==> src/rtl/cv2d_pkg.sv <==
// Shared types, codes and default sizes for the multi-map 2D convolution block.
// Depends on nothing; every other file in rtl refers to it by scoped names.
package cv2d_pkg;

   localparam int DEF_MAX_DIM      = 64;
   localparam int DEF_MAX_KERNEL   = 8;
   localparam int DEF_MAX_IN_MAPS  = 8;
   localparam int DEF_MAX_OUT_MAPS = 8;

   localparam int SUM_W = 48;

   localparam logic [1:0] FUNC_WR_WGT  = 2'd0;
   localparam logic [1:0] FUNC_WR_PIX  = 2'd1;
   localparam logic [1:0] FUNC_COMPUTE = 2'd2;

   localparam logic [1:0] KIND_WR_WGT  = 2'd0;
   localparam logic [1:0] KIND_WR_PIX  = 2'd1;
   localparam logic [1:0] KIND_COMPUTE = 2'd2;
   localparam logic [1:0] KIND_ERROR   = 2'd3;

   localparam logic [2:0] REG_IN_WIDTH      = 3'd0;
   localparam logic [2:0] REG_IN_HEIGHT     = 3'd1;
   localparam logic [2:0] REG_KERNEL_WIDTH  = 3'd2;
   localparam logic [2:0] REG_KERNEL_HEIGHT = 3'd3;
   localparam logic [2:0] REG_IN_MAPS       = 3'd4;
   localparam logic [2:0] REG_OUT_MAPS      = 3'd5;

   typedef struct packed {
      logic [1:0]         kind;
      logic [2:0]         src_map;
      logic [2:0]         dst_map;
      logic [5:0]         col;
      logic [5:0]         row;
      logic signed [15:0] sample;
   } cmd_type;

   typedef struct packed {
      logic [6:0] in_width;
      logic [6:0] in_height;
      logic [3:0] kernel_width;
      logic [3:0] kernel_height;
      logic [3:0] in_maps;
      logic [3:0] out_maps;
   } cfg_type;

endpackage

==> src/rtl/cv2d_front.sv <==
// Front end: configuration registers and classification of incoming requests.
// Depends on cv2d_pkg for codes and the command and configuration types.
module cv2d_front #(
   parameter int MAX_DIM      = cv2d_pkg::DEF_MAX_DIM,
   parameter int MAX_KERNEL   = cv2d_pkg::DEF_MAX_KERNEL,
   parameter int MAX_IN_MAPS  = cv2d_pkg::DEF_MAX_IN_MAPS,
   parameter int MAX_OUT_MAPS = cv2d_pkg::DEF_MAX_OUT_MAPS
) (
   input  logic              clock,
   input  logic              reset,
   input  logic              csr_valid,
   output logic              csr_ready,
   input  logic [2:0]        csr_index,
   input  logic [6:0]        csr_data,
   input  logic [1:0]        func,
   input  logic [2:0]        src_map,
   input  logic [2:0]        dst_map,
   input  logic [5:0]        col,
   input  logic [5:0]        row,
   input  logic signed [15:0] sample,
   output cv2d_pkg::cmd_type cmd,
   output cv2d_pkg::cfg_type cfg
);

   localparam logic [6:0] RST_DIM    = (MAX_DIM < 64) ? 7'(MAX_DIM) : 7'd64;
   localparam logic [3:0] RST_KERNEL = (MAX_KERNEL < 5) ? 4'(MAX_KERNEL) : 4'd5;

   cv2d_pkg::cfg_type cfg_ff, cfg_in;
   logic              wgt_ok, pix_ok, cmp_ok;

   function automatic logic [6:0] clamp7(input logic [6:0] v, input int hi);
      logic [6:0] r;
      r = v;
      if (v == 7'd0) r = 7'd1;
      else if (32'(v) > 32'(hi)) r = 7'(hi);
      return r;
   endfunction

   function automatic logic [3:0] clamp4(input logic [3:0] v, input int hi);
      logic [3:0] r;
      r = v;
      if (v == 4'd0) r = 4'd1;
      else if (32'(v) > 32'(hi)) r = 4'(hi);
      return r;
   endfunction

   assign csr_ready = 1'b1;
   assign cfg       = cfg_ff;

   always_comb begin
      cfg_in = cfg_ff;
      if (csr_valid) begin
         unique case (csr_index)
            cv2d_pkg::REG_IN_WIDTH:
               cfg_in.in_width = clamp7(csr_data, MAX_DIM);
            cv2d_pkg::REG_IN_HEIGHT:
               cfg_in.in_height = clamp7(csr_data, MAX_DIM);
            cv2d_pkg::REG_KERNEL_WIDTH:
               cfg_in.kernel_width = clamp4(csr_data[3:0], MAX_KERNEL);
            cv2d_pkg::REG_KERNEL_HEIGHT:
               cfg_in.kernel_height = clamp4(csr_data[3:0], MAX_KERNEL);
            cv2d_pkg::REG_IN_MAPS:
               cfg_in.in_maps = clamp4(csr_data[3:0], MAX_IN_MAPS);
            cv2d_pkg::REG_OUT_MAPS:
               cfg_in.out_maps = clamp4(csr_data[3:0], MAX_OUT_MAPS);
            default: cfg_in = cfg_ff;
         endcase
      end
   end

   always_ff @(posedge clock) begin
      if (reset) begin
         cfg_ff.in_width      <= RST_DIM;
         cfg_ff.in_height     <= RST_DIM;
         cfg_ff.kernel_width  <= RST_KERNEL;
         cfg_ff.kernel_height <= RST_KERNEL;
         cfg_ff.in_maps       <= 4'd1;
         cfg_ff.out_maps      <= 4'd1;
      end else begin
         cfg_ff <= cfg_in;
      end
   end

   // Range checks; the kernel may be wider than the map, which fails the compute check.
   always_comb begin
      wgt_ok = ({1'b0, src_map} < cfg_ff.in_maps) && ({1'b0, dst_map} < cfg_ff.out_maps)
               && ({1'b0, col} < {3'b0, cfg_ff.kernel_width})
               && ({1'b0, row} < {3'b0, cfg_ff.kernel_height});
      pix_ok = ({1'b0, src_map} < cfg_ff.in_maps) && ({1'b0, col} < cfg_ff.in_width)
               && ({1'b0, row} < cfg_ff.in_height);
      cmp_ok = ({1'b0, dst_map} < cfg_ff.out_maps)
               && ({2'b0, col} + {4'b0, cfg_ff.kernel_width} <= {1'b0, cfg_ff.in_width})
               && ({2'b0, row} + {4'b0, cfg_ff.kernel_height} <= {1'b0, cfg_ff.in_height});
      cmd.src_map = src_map;
      cmd.dst_map = dst_map;
      cmd.col     = col;
      cmd.row     = row;
      cmd.sample  = sample;
      unique case (func)
         cv2d_pkg::FUNC_WR_WGT:
            cmd.kind = wgt_ok ? cv2d_pkg::KIND_WR_WGT : cv2d_pkg::KIND_ERROR;
         cv2d_pkg::FUNC_WR_PIX:
            cmd.kind = pix_ok ? cv2d_pkg::KIND_WR_PIX : cv2d_pkg::KIND_ERROR;
         cv2d_pkg::FUNC_COMPUTE:
            cmd.kind = cmp_ok ? cv2d_pkg::KIND_COMPUTE : cv2d_pkg::KIND_ERROR;
         default: cmd.kind = cv2d_pkg::KIND_ERROR;
      endcase
   end

endmodule

==> config.mk <==
export PLATFORM = sky130hd
export DESIGN_NAME = cv2d_front
export DESIGN_NICKNAME = d
export VERILOG_FILES = /design/src/rtl/cv2d_pkg.sv /design/src/rtl/cv2d_front.sv
export SDC_FILE = /design/constraint.sdc
export NUM_CORES = 1
export LEC_CHECK = 0
export ABC_AREA = 1
export CORE_MARGIN = 2
export CORE_UTILIZATION = 60
export CTS_BUF_LIST = sky130_fd_sc_hd__clkbuf_4
export DETAILED_ROUTE_END_ITERATION = 6
export DONT_BUFFER_PORTS = 1
export PLACE_DENSITY = 0.76
export SYNTH_ARGS = -nofsm -noshare
export SYNTH_HDL_FRONTEND = slang
export SYNTH_SLANG_ARGS = --single-unit
==> constraint.sdc <==
create_clock -name clock -period 8.5 [get_ports clock]
set_clock_uncertainty 0.05 [all_clocks]
set_input_delay 2.55 -clock clock [delete_from_list [all_inputs] [get_ports clock]]
set_output_delay 2.55 -clock clock [all_outputs]
set_load 0.02 [all_outputs]
==> results of run 1 <==
## worst paths after layout
check	from	to	slack [ns]
setup / recovery	col[0]	cmd[34]	1.15
hold / removal	cfg[6]$_SDFFE_PP0P_	cfg[6]$_SDFFE_PP0P_	0.54
hold reg to reg	cfg[6]$_SDFFE_PP0P_	cfg[6]$_SDFFE_PP0P_	0.54
setup reg to reg	cfg[26]$_SDFFE_PP0P_	cfg[26]$_SDFFE_PP0P_	7.54
## cell type report
| class | instances | area (sq um) | area share (%) |
|---|---|---|---|
| clock buffers | 6 | 45.0 | 1.68 |
| clock inverters | 2 | 8.76 | 0.327 |
| inverters | 88 | 330 | 12.3 |
| multi-input cells | 261 | 1630 | 60.8 |
| flip-flops and latches | 30 | 601 | 22.5 |
| well taps | 52 | 65.1 | 2.43 |
## cell usage after synthesis, drive strengths merged
| cell | n |
|---|---|
| xor2 | 6 |
| nand3 | 18 |
| nor2 | 35 |
| buf | 35 |
| nand2 | 78 |
| nand3b | 1 |
| nor3 | 1 |
| clkbuf | 3 |
| a21boi | 2 |
| dfxtp | 30 |
| inv | 88 |
| fa | 2 |
| o21ai | 26 |
| ha | 44 |
| o211ai | 4 |
| a211oi | 2 |
| nand4 | 5 |
| a21oi | 34 |
| a21o | 2 |
| conb | 1 |
## metal layers
layer	share of wire [%]	wire length [um]	up-vias	track usage, %
met5	0	0	-	0
met1	43	2600	1056	28.0
met2	47	2840	87	40.7
met4	0.84	51	0	5.76
met3	9.2	555	8	7.60
li1	-	-	1211	-
## cell families (layout without fill, tap and decap cells)
kind of cell	after synthesis	after routing
other	1	1
AND/OR/NAND/NOR	138	138
AO/OA/AOI/OAI	70	70
XOR/XNOR	6	6
buffers and inverters	126	96
flip-flops	30	30
adder cells (fa/ha/maj)	46	46
## worst reg2reg max path, stage by stage (launching register included)
cell and delay (ns):
dfxtp_1 0.48, inv_1 0.13, a211oi_1 0.23
## power by group
| group | internal [mW] | switching, mW |
|---|---|---|
| Clock | 0.0342 | 0.0493 |
| Combinational | 0.0314 | 0.0488 |
| Sequential | 0.145 | 0.0109 |
| Total | 0.211 | 0.109 |
## layout by cell type, fill, tap and decap left out
master    synthesis  final
a211oi_1          2      2
a21boi_0          2      2
a21o_1            2      2
a21oi_1          34     34
clkbuf_4          0      6
clkinv_1          0      1
clkinv_2          0      1
conb_1            1      1
dfxtp_1          30     30
fa_1              2      2
ha_1             44     44
inv_1            86     86
inv_2             2      2
nand2_1          74     74
nand2_2           3      3
nand2_4           1      1
nand3_1          18     18
nand3b_1          1      1
nand4_1           5      5
nor2_1           31     31
nor2_4            4      4
nor3_1            1      1
o211ai_1          4      4
o21ai_0          25     25
o21ai_1           1      1
xor2_1            6      6
==> Implementation_results.wiki, run 1 <==
{| class="wikitable"
! Metric !! Value
|-
| Status || completed
|-
| Number of warnings issued by yosys || 0
|-
| Worst slew margin relative to its limit || 64.3%
|-
| Largest net degree at the start of global routing || 21
|-
| Top-level I/O count || 116
|-
| Final setup violation count || 0
|-
| Setup repair after global routing missed its margin || no
|-
| Final non-filler cell total || 439
|-
| Routability congestion estimate from global placement || 0.909
|-
| Buffer cell driving the clock tree root || clkbuf_4
|-
| Antenna violations before repair || 0
|-
| Final slew viol count || 0
|-
| Required @ worst endpoint || between 5 and 6 ns
|-
| Residual DRC || 0
|-
| Post-route clock period utilization || 86.4%
|-
| Fmax || between 100 and 150 MHz
|-
| Number of buffer cells added on primary ports || 0
|-
| Count of filler cells inserted in the layout || 435
|-
| Detailed placement HPWL || 5110 um
|-
| Number of clock sinks || 30
|-
| Final critical-path required period || 7.35 ns
|-
| Die footprint || 0.00528 sq mm
|-
| Floorplan core area || 0.00444 sq mm
|-
| Routed via count divided by cell count || 5.38
|-
| Initial cell density of the core || 63.7%
|-
| TritonCTS clock tree || done
|-
| Horizontal die dimension || 72.7 um
|-
| Share of the synthesized area in compound gates (AO/OA/AOI/OAI) || 13.3%
|-
| Start-to-end type of the worst setup path || in -> out
|-
| Standard cell with the maximum stage delay on the critical path || fa_1
|-
| Area leader, netlist || dfxtp_1
|-
| Area after detailed placement || between 0.002 and 0.003 sq mm
|-
| H-tree depth reported by CTS || 2
|-
| Top area cells in the synthesized netlist || dfxtp_1, ha_1, inv_1
|-
| P&R area growth vs syn || -5.48%
|-
| Class of the worst hold path || reg -> reg
|-
| Placed cells || approximately 430
|-
| Crit-path max FO || 3
|-
| Placement row count || 24
|-
| Global-route wire length before repair || 9760 um
|-
| Worst stage delay on the critical path || 0.39 ns
|-
| Total of cells resized after clock tree synthesis || 0
|-
| Seq/Total Area, Yosys || 21.2%
|-
| Core Util, Final || 60.2%
|-
| Post-route cell area || approximately 0.0027 sq mm
|-
| Worst hold slack || 0.536 ns
|-
| Sum Neg Setup Slack || 0 ns
|-
| Combinational family with the most area after synthesis || buffers and inverters
|-
| Unique cell type count in the Yosys netlist || 25
|-
| Series of cell instances along the critical path || ha_1 > inv_1 > fa_1 > o21ai_0 > nand2_1 > nand2_1 > nand2_1 > nand2_1 > inv_1 > ha_1 > nand2_1 > nor2_1 > nand2_1 > nand2_1 > nand2_1 > nand2_1 > nor2_1 > nor2_1
|-
| Flip-flop count of the largest register, all copies and words added || 30
|-
| Clock latency at the later pin of the worst-skew pair || 0.33 ns
|-
| Worst path most repeated cell || nand2_1
|-
| Layout cells sized above 1 || 4.39%
|-
| FF+latch count, synth || 30
|-
| Worst hold stages || 2
|-
| Number of nets in the layout || roughly 480
|-
| Largest voltage drop on the vdd net || 0.0815 mV
|-
| Floorplan die height || 72.7 um
|-
| Startpoint kind of the worst setup timing path || input port
|-
| Total power || 0.320 mW
|-
| Max Cap Viol || 0
|-
| Clock transition at the register clock pins on the worst setup and hold paths after CTS || 0.10 ns
|-
| Maximum number of buffers from clock root to sink || 2
|-
| Router iterations before antenna repair || 4
|-
| Post-Synthesis Net Count || 512
|-
| Vias || between 2000 and 2500
|-
| Multiplexer share of the synthesized area || 0%
|-
| Final hold vios || 0
|-
| Xor-xnor portion of the synthesized cell area || 1.86%
|-
| Final WL || 6050 um
|-
| Number of setup buffers added after CTS || 0
|-
| Area share of the largest cell type after synthesis || a little over a fifth
|-
| Reported leakage power || 1.42 nW
|-
| Top delay family on crit path || simple AND/OR/NAND/NOR gates
|-
| Synth Area in Simple Gates || 21.3%
|-
| Crit path setup slack, layout || ~1.2 ns
|-
| Antenna diode instance count || 0
|-
| Routed length per placed instance || 13.8 um
|-
| Worst Setup End Kind || output port
|-
| Combined buffer and inverter count along the critical path || 2
|-
| Adder-cell share of the synthesized area || 20.9%
|-
| Number of buffers added to fix hold violations after cts || 0
|-
| Overall track demand over capacity in global routing || 23.4%
|-
| Number of global-route vias before repair || around 2200
|-
| Slew at the pin with the worst max-slew slack || 0.531 ns
|-
| Number of stages on the worst setup path || 18
|-
| Post-synthesis instance area || ~0.0028 sq mm
|-
| Mean instance size in the synthesized netlist || 6.79 sq um
|-
| Residual overflow from global routing || 0
|-
| Starting DRC count in detailed routing || 95
|-
| Worst setup slack after placement || ~1.2 ns
|-
| Instance count of the mapped netlist || between 400 and 500
|-
| Critical path data arrival time || 4.75 ns
|-
| Total power divided by cell area || 120 mW/mm^2
|-
| Antenna Violating Nets Remaining || 0
|-
| Inserted Clock Buffers || 5
|-
| Reg2reg path depth || 2
|}
No activity file was read; power rests on OpenSTA's default activity.
==> run 2: changes to the inputs <==
==> constraint.sdc (replaced) <==
create_clock -name clock -period 8.37 [get_ports clock]
set_clock_uncertainty 0.05 [all_clocks]
set_input_delay 2.511 -clock clock [delete_from_list [all_inputs] [get_ports clock]]
set_output_delay 2.511 -clock clock [all_outputs]
set_load 0.02 [all_outputs]
==> Implementation_results.wiki, run 2 (synthesis gave the netlist of run 1 again) <==
{| class="wikitable"
! Metric !! Value
|-
| Status || completed
|-
| Max Cap Viol || 0
|-
| Final hold vios || 0
|-
| Worst stage delay on the critical path || 0.39 ns
|-
| Fmax || 138 MHz
|-
| Floorplan core area || 0.00444 sq mm
|-
| Core Util, Final || roughly 60%
|-
| Critical path data arrival time || 4.69 ns
|-
| Buffer cell driving the clock tree root || clkbuf_4
|-
| Overall track demand over capacity in global routing || 23.8%
|-
| Floorplan die height || 72.7 um
|-
| Series of cell instances along the critical path || ha_1 > inv_1 > fa_1 > o21ai_0 > nand2_1 > nand2_1 > nand2_1 > nand2_1 > inv_1 > ha_1 > nand2_1 > nor2_1 > nand2_1 > nand2_1 > nand2_1 > nand2_1 > nor2_1 > nor2_1
|-
| Setup repair after global routing missed its margin || no
|-
| Top-level I/O count || 116
|-
| Antenna Violating Nets Remaining || 0
|-
| Initial cell density of the core || 63.7%
|-
| Horizontal die dimension || 72.7 um
|-
| H-tree depth reported by CTS || 2
|-
| Standard cell with the maximum stage delay on the critical path || fa_1
|-
| Maximum number of buffers from clock root to sink || 2
|-
| Top delay family on crit path || simple AND/OR/NAND/NOR gates
|-
| Flip-flop count of the largest register, all copies and words added || 30
|-
| Number of clock sinks || 30
|-
| Worst slew margin relative to its limit || 63.0%
|-
| Clock transition at the register clock pins on the worst setup and hold paths after CTS || 0.10 ns
|-
| Router iterations before antenna repair || 5
|-
| Antenna violations before repair || 0
|-
| Post-route clock period utilization || 86.7%
|-
| Worst path most repeated cell || nand2_1
|-
| Residual DRC || 0
|-
| Final non-filler cell total || 439
|-
| Starting DRC count in detailed routing || 107
|-
| P&R area growth vs syn || -5.48%
|-
| Sum Neg Setup Slack || 0 ns
|-
| Placement row count || 24
|-
| Total of cells resized after clock tree synthesis || 0
|-
| Final slew viol count || 0
|-
| Global-route wire length before repair || between 9000 and 10000 um
|-
| Final setup violation count || 0
|-
| Startpoint kind of the worst setup timing path || input port
|-
| Layout cells sized above 1 || 4.39%
|-
| Detailed placement HPWL || 5110 um
|-
| Routed length per placed instance || 13.9 um
|-
| Total power divided by cell area || 122 mW/mm^2
|-
| Commonest non-fill, non-tap cells in the layout || inv_1, nand2_1, ha_1, a21oi_1, nor2_1
|-
| Clock latency at the later pin of the worst-skew pair || between 0.3 and 0.4 ns
|-
| Final critical-path required period || around 7.3 ns
|-
| Number of buffers added to fix hold violations after cts || 0
|-
| Routability congestion estimate from global placement || 0.909
|-
| Number of nets in the layout || 481
|-
| Worst Setup End Kind || output port
|-
| Number of global-route vias before repair || roughly 2300
|-
| Class of the worst hold path || reg -> reg
|-
| Placed cells || 431
|-
| Residual overflow from global routing || 0
|-
| Largest voltage drop on the vdd net || 0.0641 mV
|-
| Crit-path max FO || 3
|-
| Final WL || 6090 um
|-
| Vias || 2397
|-
| Routed via count divided by cell count || roughly 5.5
|-
| Die footprint || around 0.0053 sq mm
|-
| Slew at the pin with the worst max-slew slack || approximately 0.55 ns
|-
| TritonCTS clock tree || done
|-
| Number of setup buffers added after CTS || 0
|-
| Required @ worst endpoint || about 5.8 ns
|-
| Start-to-end type of the worst setup path || in -> out
|-
| Antenna diode instance count || 0
|-
| Most common cell after layout, fill and taps aside || inv_1
|-
| Inserted Clock Buffers || 5
|-
| Number of buffer cells added on primary ports || 0
|-
| Minimum setup slack among reg-to-reg paths || 7.39 ns
|-
| Count of filler cells inserted in the layout || 445
|-
| Reported leakage power || 1.42 nW
|-
| Combined buffer and inverter count along the critical path || 2
|-
| Largest net degree at the start of global routing || 21
|}
run 2: cell counts in the layout (fill, tap and decap cells not counted):
Identical to the previous run, type by type.
run 2: worst paths after layout:
path,startpoint,to,depth (start not counted)
worst min-delay path,cfg[2]$_SDFFE_PP0P_,cfg[2]$_SDFFE_PP0P_,2
worst max register to register,cfg[26]$_SDFFE_PP0P_,cfg[26]$_SDFFE_PP0P_,2
worst min register to register,cfg[2]$_SDFFE_PP0P_,cfg[2]$_SDFFE_PP0P_,2
worst max-delay path,col[0],cmd[34],18
run 2: layer usage:
metal	vias to the layer above	routed length (um)	GRT usage (%)	share of wire, %
met5	-	0	0	0
met4	0	86	7.00	1.4
met3	15	572	8.29	9.4
met2	92	2820	40.9	46
met1	1079	2610	28.0	43
li1	1211	-	-	-
run 2: layout make-up:
class                   count  area [sq um]  area share, %
multi-input cells         261          1630           60.8
flip-flops and latches     30           601           22.5
inverters                  88           330           12.3
well taps                  52          65.1           2.43
clock buffers               6          45.0           1.68
clock inverters             2          8.76          0.327
run 2: power breakdown:
| part | internal (mW) | switching (mW) |
|---|---|---|
| logic | 0.0318 | 0.0498 |
| clock network | 0.0348 | 0.0511 |
| registers | 0.148 | 0.0110 |
run 2: worst register-to-register path, cell delays in order (launching register included):
cell and delay (ns):
dfxtp_1 0.47, inv_1 0.14, a211oi_1 0.24
run 2: stage by stage:
stage	setup WS (ns)	hold WS, ns	instance area [sq um]	total power, mW
2_1_floorplan	1.35	0.495	2830	0.250
3_3_place_gp	1.21	0.513	2620	0.240
3_5_place_dp	1.13	0.519	2620	0.244
4_1_cts	1.13	0.542	2680	0.327
5_1_grt	0.746	0.577	2680	0.348
6_report	1.12	0.536	2680	0.326
