--- config.mk ---
export PLATFORM = sky130hd
export DESIGN_NAME = cv2d_queue
export DESIGN_NICKNAME = d
export VERILOG_FILES = /design/src/rtl/cv2d_pkg.sv /design/src/rtl/cv2d_queue.sv
export SDC_FILE = /design/constraint.sdc
export NUM_CORES = 1
export LEC_CHECK = 0
export BUFFER_PORTS_ARGS = -buffer_cell sky130_fd_sc_hd__buf_2
export CORE_MARGIN = 8
export CORE_UTILIZATION = 40
export DETAILED_ROUTE_END_ITERATION = 10
export GPL_ROUTABILITY_DRIVEN = 0
export MAX_ROUTING_LAYER = met4
export SKIP_CTS_REPAIR_TIMING = 1
export SYNTH_ARGS = -nofsm -noshare
export SYNTH_HDL_FRONTEND = slang
export SYNTH_SLANG_ARGS = --single-unit
--- constraint.sdc ---
create_clock -name clock -period 4.4 [get_ports clock]
set_input_delay 0.88 -clock clock [delete_from_list [all_inputs] [get_ports clock]]
set_output_delay 0.88 -clock clock [all_outputs]
set_load 0.005 [all_outputs]
--- src/rtl/cv2d_pkg.sv ---
// Shared types, codes and default sizes for the multi-map 2D convolution block.
// Depends on nothing; every other file in rtl refers to it by scoped names.
package cv2d_pkg;

   localparam int DEF_MAX_DIM      = 64;
   localparam int DEF_MAX_KERNEL   = 8;
   localparam int DEF_MAX_IN_MAPS  = 8;
   localparam int DEF_MAX_OUT_MAPS = 8;

   localparam int SUM_W = 48;

   localparam logic [1:0] FUNC_WR_WGT  = 2'd0;
   localparam logic [1:0] FUNC_WR_PIX  = 2'd1;
   localparam logic [1:0] FUNC_COMPUTE = 2'd2;

   localparam logic [1:0] KIND_WR_WGT  = 2'd0;
   localparam logic [1:0] KIND_WR_PIX  = 2'd1;
   localparam logic [1:0] KIND_COMPUTE = 2'd2;
   localparam logic [1:0] KIND_ERROR   = 2'd3;

   localparam logic [2:0] REG_IN_WIDTH      = 3'd0;
   localparam logic [2:0] REG_IN_HEIGHT     = 3'd1;
   localparam logic [2:0] REG_KERNEL_WIDTH  = 3'd2;
   localparam logic [2:0] REG_KERNEL_HEIGHT = 3'd3;
   localparam logic [2:0] REG_IN_MAPS       = 3'd4;
   localparam logic [2:0] REG_OUT_MAPS      = 3'd5;

   typedef struct packed {
      logic [1:0]         kind;
      logic [2:0]         src_map;
      logic [2:0]         dst_map;
      logic [5:0]         col;
      logic [5:0]         row;
      logic signed [15:0] sample;
   } cmd_type;

   typedef struct packed {
      logic [6:0] in_width;
      logic [6:0] in_height;
      logic [3:0] kernel_width;
      logic [3:0] kernel_height;
      logic [3:0] in_maps;
      logic [3:0] out_maps;
   } cfg_type;

endpackage

--- src/rtl/cv2d_queue.sv ---
// Two-entry command queue between the front end and the compute engine.
// Depends on cv2d_pkg for the command type.
module cv2d_queue (
   input  logic              clock,
   input  logic              reset,
   input  logic              push,
   input  cv2d_pkg::cmd_type push_cmd,
   output logic              full,
   input  logic              pop,
   output logic              valid,
   output cv2d_pkg::cmd_type head_cmd
);

   cv2d_pkg::cmd_type slot_ff [2];
   logic       wr_ptr_ff, wr_ptr_in;
   logic       rd_ptr_ff, rd_ptr_in;
   logic [1:0] count_ff, count_in;
   logic       do_push, do_pop;

   assign full     = (count_ff == 2'd2);
   assign valid    = (count_ff != 2'd0);
   assign head_cmd = slot_ff[rd_ptr_ff];
   assign do_push  = push && !full;
   assign do_pop   = pop && valid;

   always_comb begin
      wr_ptr_in = wr_ptr_ff ^ do_push;
      rd_ptr_in = rd_ptr_ff ^ do_pop;
      count_in  = count_ff + {1'b0, do_push} - {1'b0, do_pop};
   end

   always_ff @(posedge clock) begin
      if (reset) begin
         wr_ptr_ff <= 1'b0;
         rd_ptr_ff <= 1'b0;
         count_ff  <= 2'd0;
      end else begin
         wr_ptr_ff <= wr_ptr_in;
         rd_ptr_ff <= rd_ptr_in;
         count_ff  <= count_in;
      end
   end

   always_ff @(posedge clock) begin
      if (do_push) begin
         slot_ff[wr_ptr_ff] <= push_cmd;
      end
   end

endmodule

==> summary.md, run 1 <==
| Metric | Value |
|---|---|
| Syn avg cell area | `21.00 sq um` |
| Finished Cell Area | `0.003490 sq mm` |
| Yosys warns | `0` |
| Die area | `0.01004 sq mm` |
| Final setup skew | `0.01175 ns` |
| Post-Syn Nets | `179` |
| First-pass GRT wire length | `8128 um` |
| DRC | `0` |
| Share of layout cells above drive strength 1 | `0.5919` |
| Relative slew slack | `0.3834` |
| CTS tree | `done` |
| Max Slew Vio Count | `0` |
| WL per Instance | `16.13 um` |
| H-tree depth | `3` |
| Worst-margin pin slew | `0.9250 ns` |
| CP max stage delay | `0.92 ns` |
| RSZ-0062 raised after global routing | `no` |
| HPWL after detailed placement | `3458 um` |
| Clk pwr share | `0.265` |
| Flop pwr share | `0.529` |
| Worst-path cell chain | `mux2_2, buf_2` |
| Largest net degree at the start of global routing | `39` |
| Vias in the first global route | `1679` |
| Post-synth top area share | `0.7626` |
| Clk sink count | `76` |
| Final WS setup | `1.686 ns` |
| Most frequent cells in the layout | `buf_2 (77), edfxtp_1 (72), mux2_2 (37), clkbuf_8 (9)` |
| Vias | `1436` |
| Setup violators final | `0` |
| Tmin final | `2.714 ns` |
| DR vias/cell | `4.502` |
| Pleak | `0.001326 uW` |
| IO Pins | `78` |
| Pre-CTS WS | `2.010 ns` |
| Height of the die | `100.2 um` |
| Clock-pin slew on the worst setup and hold paths | `0.06 ns` |
| Nets | `263` |
| Setup crit start kind | `flop` |
| Diodes inserted | `0` |
| Synthesized area | `0.002835 sq mm` |
| Power density cells | `533.8 mW/mm^2` |
| #FFs+latches synth | `76` |
| Top cell type by total area after synthesis | `edfxtp_1` |
| Gate power share | `0.207` |
| DRT Pass-1 Iters | `4` |
| Crit-path slowest cell | `dfxtp_2` |
| Root Driver | `clkbuf_8` |
| Area growth from synthesis to layout | `23.08%` |
| Core Region | `0.006832 sq mm` |
| Final Hold Viols | `0` |
| Initial core utilization | `0.4150` |
| Most common cell after layout, fill and taps aside | `buf_2` |
| DP Area | `0.003308 sq mm` |
| Synth area leaders | `edfxtp_1 (76%), mux2_2 (15%), dfxtp_1 (2.8%), ha_1 (1.8%), buf_6 (1.2%)` |
| Total CTS buffers | `9` |
| Fin Hold WS | `0.5879 ns` |
| Critical Path AT | `1.83 ns` |
| CTS max path bufs | `2` |
| CP Data Required Time | `3.52 ns` |
| Distinct cells, synth | `15` |
| Worst setup EP type | `primary output` |
| Skew-Pair Late Insertion Delay | `0.34 ns` |
| Crit Path Category | `flop to primary output` |
| I/O Buffers | `77` |
| DR iter-0 viols | `43` |
| Tcrit/Tclk final | `0.6168` |
| Fmax | `368.5 MHz` |
| Status | `complete, no violations` |
| Post-synthesis cell count | `135` |
| Int Pwr | `1396 uW` |
| Aggregate global routing overflow | `0` |
| Antenna Violating Nets Remaining | `0` |
| Worst-path maximum fanout | `38` |
| Gr usage total | `0.1103` |
| Max Cap Viol | `0` |
| Sequential share of the synthesized area | `0.7908` |
| Die X | `100.2 um` |
| P_sw | `466.6 uW` |
| Row count | `30` |
| Sw Share | `0.2505` |
| Final wirelength | `5147 um` |
| Initial antenna violation count | `0` |
| Hold/Removal Path Class | `flop to flop` |
| Max VDD drop | `0.2139 mV` |
| Setup TNS | `0 ns` |
| Fillers | `606` |
final timing paths:
path	slack [ns]	to	depth (start not counted)	start
hold reg to reg	0.59	wr_ptr_ff	3	wr_ptr_ff
setup reg to reg	2.51	slot_ff[0][7]	3	count_ff[0]
hold / removal	0.59	wr_ptr_ff	3	wr_ptr_ff
setup / recovery	1.69	head_cmd[27]	2	rd_ptr_ff
cell usage after synthesis:
cell type,n
edfxtp_1,72
mux2_2,37
dfxtp_1,4
ha_1,4
buf_6,3
inv_1,3
nor2_1,3
nor2b_1,2
and2_1,1
buf_2,1
nand2_1,1
nand2b_1,1
o21a_1,1
or2_2,1
xnor3_1,1
critical path: cells and delay by family (launching register included):
kind | cells | cell delay [ns]
buffers and inverters | 1 | 0.13
flip-flops | 1 | 0.92
multiplexers | 1 | 0.43
logic make-up after synthesis:
kind of cell / share of synthesized area
compound gates: 0.002649
flops: 0.7908
fa+ha+maj: 0.01765
buf+inv: 0.01765
mux: 0.1470
simple gates: 0.01633
xor+xnor: 0.007943
area by class of cell:
| cell class | count | area (sq um) | area share |
|---|---|---|---|
| tap | 96 | 120.1 | 0.03442 |
| sequential | 76 | 2243 | 0.6429 |
| clock buffer | 10 | 127.6 | 0.03657 |
| multi-input combinational | 52 | 548.0 | 0.1570 |
| inverter | 3 | 11.26 | 0.003227 |
| clock inverter | 5 | 53.80 | 0.01542 |
| timing repair buffer | 77 | 385.4 | 0.1104 |
registers in the layout, indices dropped and copies added (netlist names):
signal / count
wr_ptr_ff: 1
count_ff: 2
slot_ff: 72
rd_ptr_ff: 1
per-stage QoR:
stage / util / instances / total power (uW)
after detailed placement: 0.4842 / 304 / 1404
after CTS: 0.5108 / 319 / 1899
after global routing: 0.5108 / 319 / 1958
after floorplan: - / 135 / 1231
after global placement: 0.4842 / 304 / 1397
final: 0.5108 / 319 / 1863
routing by layer:
layer / vias to the layer above / share of wire / wire, um / track usage
met5: - / 0 / 0 / -
met4: 0 / 0.022 / 115 / 0.06628
met3: 10 / 0.039 / 199 / 0.02699
met2: 37 / 0.55 / 2832 / 0.1949
met1: 703 / 0.39 / 2000 / 0.1075
li1: 686 / - / - / -
power groups by stage:
stage               registers [uW]  clock network (uW)  logic, uW
global placement              1000                   0        397
global route                  1000                 530        427
finish                         985                 493        385
detailed placement            1010                   0        398
CTS                            990                 509        400
floorplan                      955                   0        276
No activity file was read; power rests on OpenSTA's default activity.
==> inputs of run 2 (changes only) <==
PLACE_DENSITY = 0.66   (was default)
clock period = 2.4 ns   (was 4.4 ns; I/O delays follow)
==> run 2 against run 1 <==
Against the previous run: die area is the same; register-to-register slack got worse by 1.6 ns; clock skew shrank 0.0039 ns; largest power group unchanged; cell area rose by 1.3%; critical path type unchanged; highest routed layer unchanged; final cell count up 2.2%; wire length is 1.0% lower.
==> summary.md, run 2 (synthesis results as in run 1) <==
| Metric | Value |
|---|---|
| CTS tree | `done` |
| Max VDD drop | `0.4513 mV (+110%)` |
| Power density cells | `968.1 mW/mm^2 (+81%)` |
| Most common cell after layout, fill and taps aside | `buf_2` |
| Initial antenna violation count | `0 (unchanged)` |
| Worst-margin pin slew | `0.5499 ns (-0.3751 ns)` |
| DR vias/cell | `4.509 (+0.17%)` |
| Clk sink count | `76 (unchanged)` |
| Share of layout cells above drive strength 1 | `0.5913 (-0.0006239)` |
| DRT Pass-1 Iters | `3 (-1)` |
| CP Data Required Time | `1.92 ns (-1.60 ns)` |
| DR iter-0 viols | `45 (+4.7%)` |
| Pre-CTS WS | `0.4723 ns (-1.537 ns)` |
| RSZ-0062 raised after global routing | `no` |
| Pleak | `0.001350 uW (+1.9%)` |
| Clock-pin slew on the worst setup and hold paths | `0.07 ns (about the same)` |
| Max Cap Viol | `0 (unchanged)` |
| Crit Path Category | `flop to primary output` |
| Vias in the first global route | `1667 (-0.71%)` |
| I/O Buffers | `77 (unchanged)` |
| WL per Instance | `15.63 um (-3.2%)` |
| Antenna Violating Nets Remaining | `0 (unchanged)` |
| Final Hold Viols | `0 (unchanged)` |
| Die X | `100.2 um (unchanged)` |
| CTS max path bufs | `2 (unchanged)` |
| Gr usage total | `0.1092 (-0.001150)` |
| H-tree depth | `3 (unchanged)` |
| Multi-input logic area | `548.0 sq um (unchanged)` |
| Core Region | `0.006832 sq mm (unchanged)` |
| Setup violators final | `0 (unchanged)` |
| Fmax | `442.4 MHz` |
| Status | `complete, no violations` |
| Skew-Pair Late Insertion Delay | `0.33 ns (about the same)` |
| Max Slew Vio Count | `0 (unchanged)` |
| Hold/Removal Path Class | `primary input to flop` |
| Worst-path maximum fanout | `23 (-39%)` |
| Tcrit/Tclk final | `0.9418` |
| Setup TNS | `0 ns (unchanged)` |
| Row count | `30 (unchanged)` |
| Aggregate global routing overflow | `0 (unchanged)` |
| Initial core utilization | `0.4150 (unchanged)` |
| Setup crit start kind | `flop` |
| Relative slew slack | `0.6334 (+0.2501)` |
| Area growth from synthesis to layout | `24.67%` |
| Fin Hold WS | `0.3325 ns (-0.2553 ns)` |
| Nets | `269 (+2.3%)` |
| Most frequent cells in the layout | `buf_2 (77), edfxtp_1 (72), mux2_2 (37), clkbuf_8 (9), buf_4 (6)` |
| Height of the die | `100.2 um (unchanged)` |
| Largest net degree at the start of global routing | `24 (-38%)` |
| Vias | `1470 (+2.4%)` |
| Final wirelength | `5094 um (-1.0%)` |
| Diodes inserted | `0 (unchanged)` |
| IO Pins | `78 (unchanged)` |
| Root Driver | `clkbuf_8` |
| Register area | `0.002243 sq mm (unchanged)` |
| Final setup skew | `0.007867 ns (-0.003887 ns)` |
| Top reg by flops | `slot_ff` |
| Final WS setup | `0.1397 ns (-1.546 ns)` |
| Worst setup EP type | `primary output` |
| HPWL after detailed placement | `3598 um (+4.0%)` |
| Critical Path AT | `1.78 ns (-0.05 ns)` |
| Largest register FFs | `72 (unchanged)` |
| Die area | `0.01004 sq mm (unchanged)` |
| Total CTS buffers | `9 (unchanged)` |
| DRC | `0 (unchanged)` |
| First-pass GRT wire length | `8114 um (-0.17%)` |
| Biggest regs | `slot_ff x72, count_ff x2` |
| Fillers | `616 (+1.7%)` |
| Tmin final | `2.260 ns` |
run 2: stage by stage:
stage                     total power, uW  cells    util  area, sq um
final                                3422    326  0.5174         3535
after global routing                 3606    326  0.5174         3535
after CTS                            3485    326  0.5174         3535
after detailed placement             2589    310  0.4908         3353
after global placement               2578    310  0.4908         3353
after floorplan                      2258    135       -         2835
run 2: report_power, final:
group	total [uW]	leakage (uW)	switching [uW]	internal, uW
combinational	761	0.000555	338	423
sequential	1770	0.000706	90.0	1680
clock	889	0.0000892	425	464
total	3420	0.00135	852	2570
run 2: final cells by class:
cell class	count	share of cell area
Multi-Input combinational cell	52	0.1550
Clock buffer	9	0.03504
Clock inverter	7	0.01628
Inverter	3	0.003186
Sequential cell	76	0.6347
Timing Repair Buffer	83	0.1218
Tap cell	96	0.03398
run 2: final timing paths:
kind / startpoint / end / slack, ns / depth (start not counted)
max: rd_ptr_ff / head_cmd[33] / 0.14 / 3
min: push_cmd[25] / slot_ff[0][25] / 0.33 / 1
max reg2reg: count_ff[0] / slot_ff[0][27] / 0.91 / 4
min reg2reg: wr_ptr_ff / wr_ptr_ff / 0.59 / 3
run 2: layer usage:
layer / vias to the layer above / routed length, um / global-route usage
met5: - / 0 / -
met2: 33 / 2739 / 0.1867
met4: 0 / 76 / 0.06163
li1: 699 / - / -
met3: 6 / 241 / 0.03599
met1: 732 / 2037 / 0.1072
run 2: worst max-delay path, stage by stage, from the launching register on:
cell	delay, ns
dfxtp_2	0.68
buf_4	0.28
mux2_2	0.35
buf_2	0.13
==> inputs of run 3 (changes only) <==
PLACE_DENSITY = default   (was 0.66)
SLEW_MARGIN = 10   (was default)
clock period = 2.5 ns   (was 2.4 ns; I/O delays follow)
==> run 3 against run 2 <==
Against the previous run: critical path depth unchanged; clock-buffer cell count unchanged; register-to-register slack got worse by 0.11 ns; sequential power decreased by 5%; worst setup slack improved by 0.24 ns; die area unchanged; via count decreased by 1.8%; non-clock buffer count decreased by 1; clock skew decreased by 0.0038 ns; final cell count decreased by 0.31%; first-iteration DRC count increased by 100%; cell area increased by 1.2%.
==> summary.md, run 3 (synthesis results as in run 1) <==
| Metric | Value |
|---|---|
| Status | `complete, no violations` |
| Die area | `0.01004 sq mm (unchanged)` |
| First-pass GRT wire length | `8114 um (unchanged)` |
| Min-Delay Path Depth | `1 (unchanged)` |
| Pleak | `0.001368 uW (+1.4%)` |
| Diodes inserted | `0 (unchanged)` |
| DRT Pass-1 Iters | `4 (+1)` |
| Fmax | `470.8 MHz` |
| Top reg by flops | `slot_ff` |
| Aggregate global routing overflow | `0 (unchanged)` |
| Tcrit/Tclk final | `0.8496` |
| Vias in the first global route | `1609 (-3.5%)` |
| Crit-path slowest cell | `dfxtp_2` |
| Max VDD drop | `0.4172 mV (-7.5%)` |
| CTS max path bufs | `2 (unchanged)` |
| Worst-path cell chain | `buf_4, mux2_2, buf_2` |
| I/O Buffers | `77 (unchanged)` |
| Row count | `30 (unchanged)` |
| Critical Path AT | `1.62 ns (-0.16 ns)` |
| Final wirelength | `5219 um (+2.5%)` |
| RSZ-0062 raised after global routing | `no` |
| Max Cap Viol | `0 (unchanged)` |
| Largest register FFs | `72 (unchanged)` |
| Share of layout cells above drive strength 1 | `0.5939 (+0.002582)` |
| Relative slew slack | `0.7301 (+0.09671)` |
| Total CTS buffers | `9 (unchanged)` |
| DR vias/cell | `4.440 (-1.5%)` |
| HPWL after detailed placement | `3756 um (+4.4%)` |
| Clock-pin slew on the worst setup and hold paths | `0.07 ns (about the same)` |
| Vias | `1443 (-1.8%)` |
| DRC | `0 (unchanged)` |
| Worst setup EP type | `primary output` |
| H-tree depth | `3 (unchanged)` |
| Core Region | `0.006832 sq mm (unchanged)` |
| WL per Instance | `16.06 um (+2.8%)` |
| Pre-CTS WS | `0.7033 ns (+0.2310 ns)` |
| PnR Total Power | `3414 uW (-0.23%)` |
| Biggest regs | `slot_ff x72, count_ff x2` |
| Clk sink count | `76 (unchanged)` |
| Fin Hold WS | `0.3522 ns (+0.01971 ns)` |
| Fillers | `604 (-1.9%)` |
| Height of the die | `100.2 um (unchanged)` |
| CTS tree | `done` |
| Worst-margin pin slew | `0.4048 ns (-0.1451 ns)` |
| Setup crit start kind | `flop` |
| Max Slew Vio Count | `0 (unchanged)` |
| Final setup skew | `0.004083 ns (-0.003784 ns)` |
| Nets | `268 (-0.37%)` |
| IO Pins | `78 (unchanged)` |
| Root Driver | `clkbuf_8` |
| Worst-case reg-to-reg path depth | `4 (unchanged)` |
| Die X | `100.2 um (unchanged)` |
| Initial core utilization | `0.4150 (unchanged)` |
| Final WS setup | `0.3760 ns (+0.2363 ns)` |
| Worst-path maximum fanout | `14 (-39%)` |
| Setup TNS | `0 ns (unchanged)` |
| Most common cell after layout, fill and taps aside | `buf_2` |
| Antenna Violating Nets Remaining | `0 (unchanged)` |
| Gr usage total | `0.1108 (+0.001658)` |
| Initial antenna violation count | `0 (unchanged)` |
| CP max stage delay | `0.53 ns (-0.15 ns)` |
| Setup violators final | `0 (unchanged)` |
| Skew-Pair Late Insertion Delay | `0.33 ns (about the same)` |
| Power density cells | `954.7 mW/mm^2 (-1.4%)` |
| Area growth from synthesis to layout | `26.13%` |
| Largest net degree at the start of global routing | `24 (unchanged)` |
| Crit Path Category | `flop to primary output` |
| Hold/Removal Path Class | `primary input to flop` |
| CP Data Required Time | `2.00 ns (+0.08 ns)` |
| Tmin final | `2.124 ns` |
| Final Hold Viols | `0 (unchanged)` |
| DR iter-0 viols | `91 (+100%)` |
| Most frequent cells in the layout | `buf_2 (77), edfxtp_1 (72), mux2_2 (37), clkbuf_8 (9)` |
[run 3: changes by cell type in the layout (fill, tap and decap cells not counted), sizes merged]
cell      delta
clkinvlp     -1
bufinv       +1
buf          -1
[run 3: worst paths after layout]
| path | startpoint | to | slack (ns) |
|---|---|---|---|
| worst max-delay path | rd_ptr_ff | head_cmd[11] | 0.38 |
| worst min-delay path | push_cmd[18] | slot_ff[1][18] | 0.35 |
| worst max register to register | count_ff[0] | slot_ff[0][31] | 0.80 |
| worst min register to register | wr_ptr_ff | wr_ptr_ff | 0.59 |
[run 3: worst max-delay path, delay by kind of cell (launching register included)]
kind / cells / cell delay [ns]
multiplexers: 1 / 0.35
buffers and inverters: 2 / 0.41
flip-flops: 1 / 0.53
[run 3: cell type report]
class / count / area (sq um) / share of cell area
clock inverter: 7 / 81.33 / 0.02274
clock buffer: 9 / 123.9 / 0.03464
multi-input combinational: 52 / 548.0 / 0.1533
sequential: 76 / 2243 / 0.6274
tap: 96 / 120.1 / 0.03359
timing repair buffer: 82 / 447.9 / 0.1253
inverter: 3 / 11.26 / 0.003149
[run 3: power by group]
part / total (uW) / leakage (uW) / switching (uW) / internal (uW)
Clock: 954 / 0.000105 / 406 / 548
Combinational: 774 / 0.000557 / 348 / 426
Sequential: 1690 / 0.000706 / 70.9 / 1610
Total: 3410 / 0.00137 / 825 / 2590
[run 3: stage by stage]
stage	util	instance area [sq um]	instances
floorplan	-	2835	135
global placement	0.4934	3371	309
detailed placement	0.4934	3371	309
CTS	0.5234	3576	325
global route	0.5234	3576	325
finish	0.5234	3576	325
[run 3: metal layers]
metal	share of wire	GRT usage	wire, um
met4	0.026	0.07093	136
met5	0	-	0
met3	0.032	0.02422	167
met2	0.53	0.1841	2741
met1	0.42	0.1180	2174
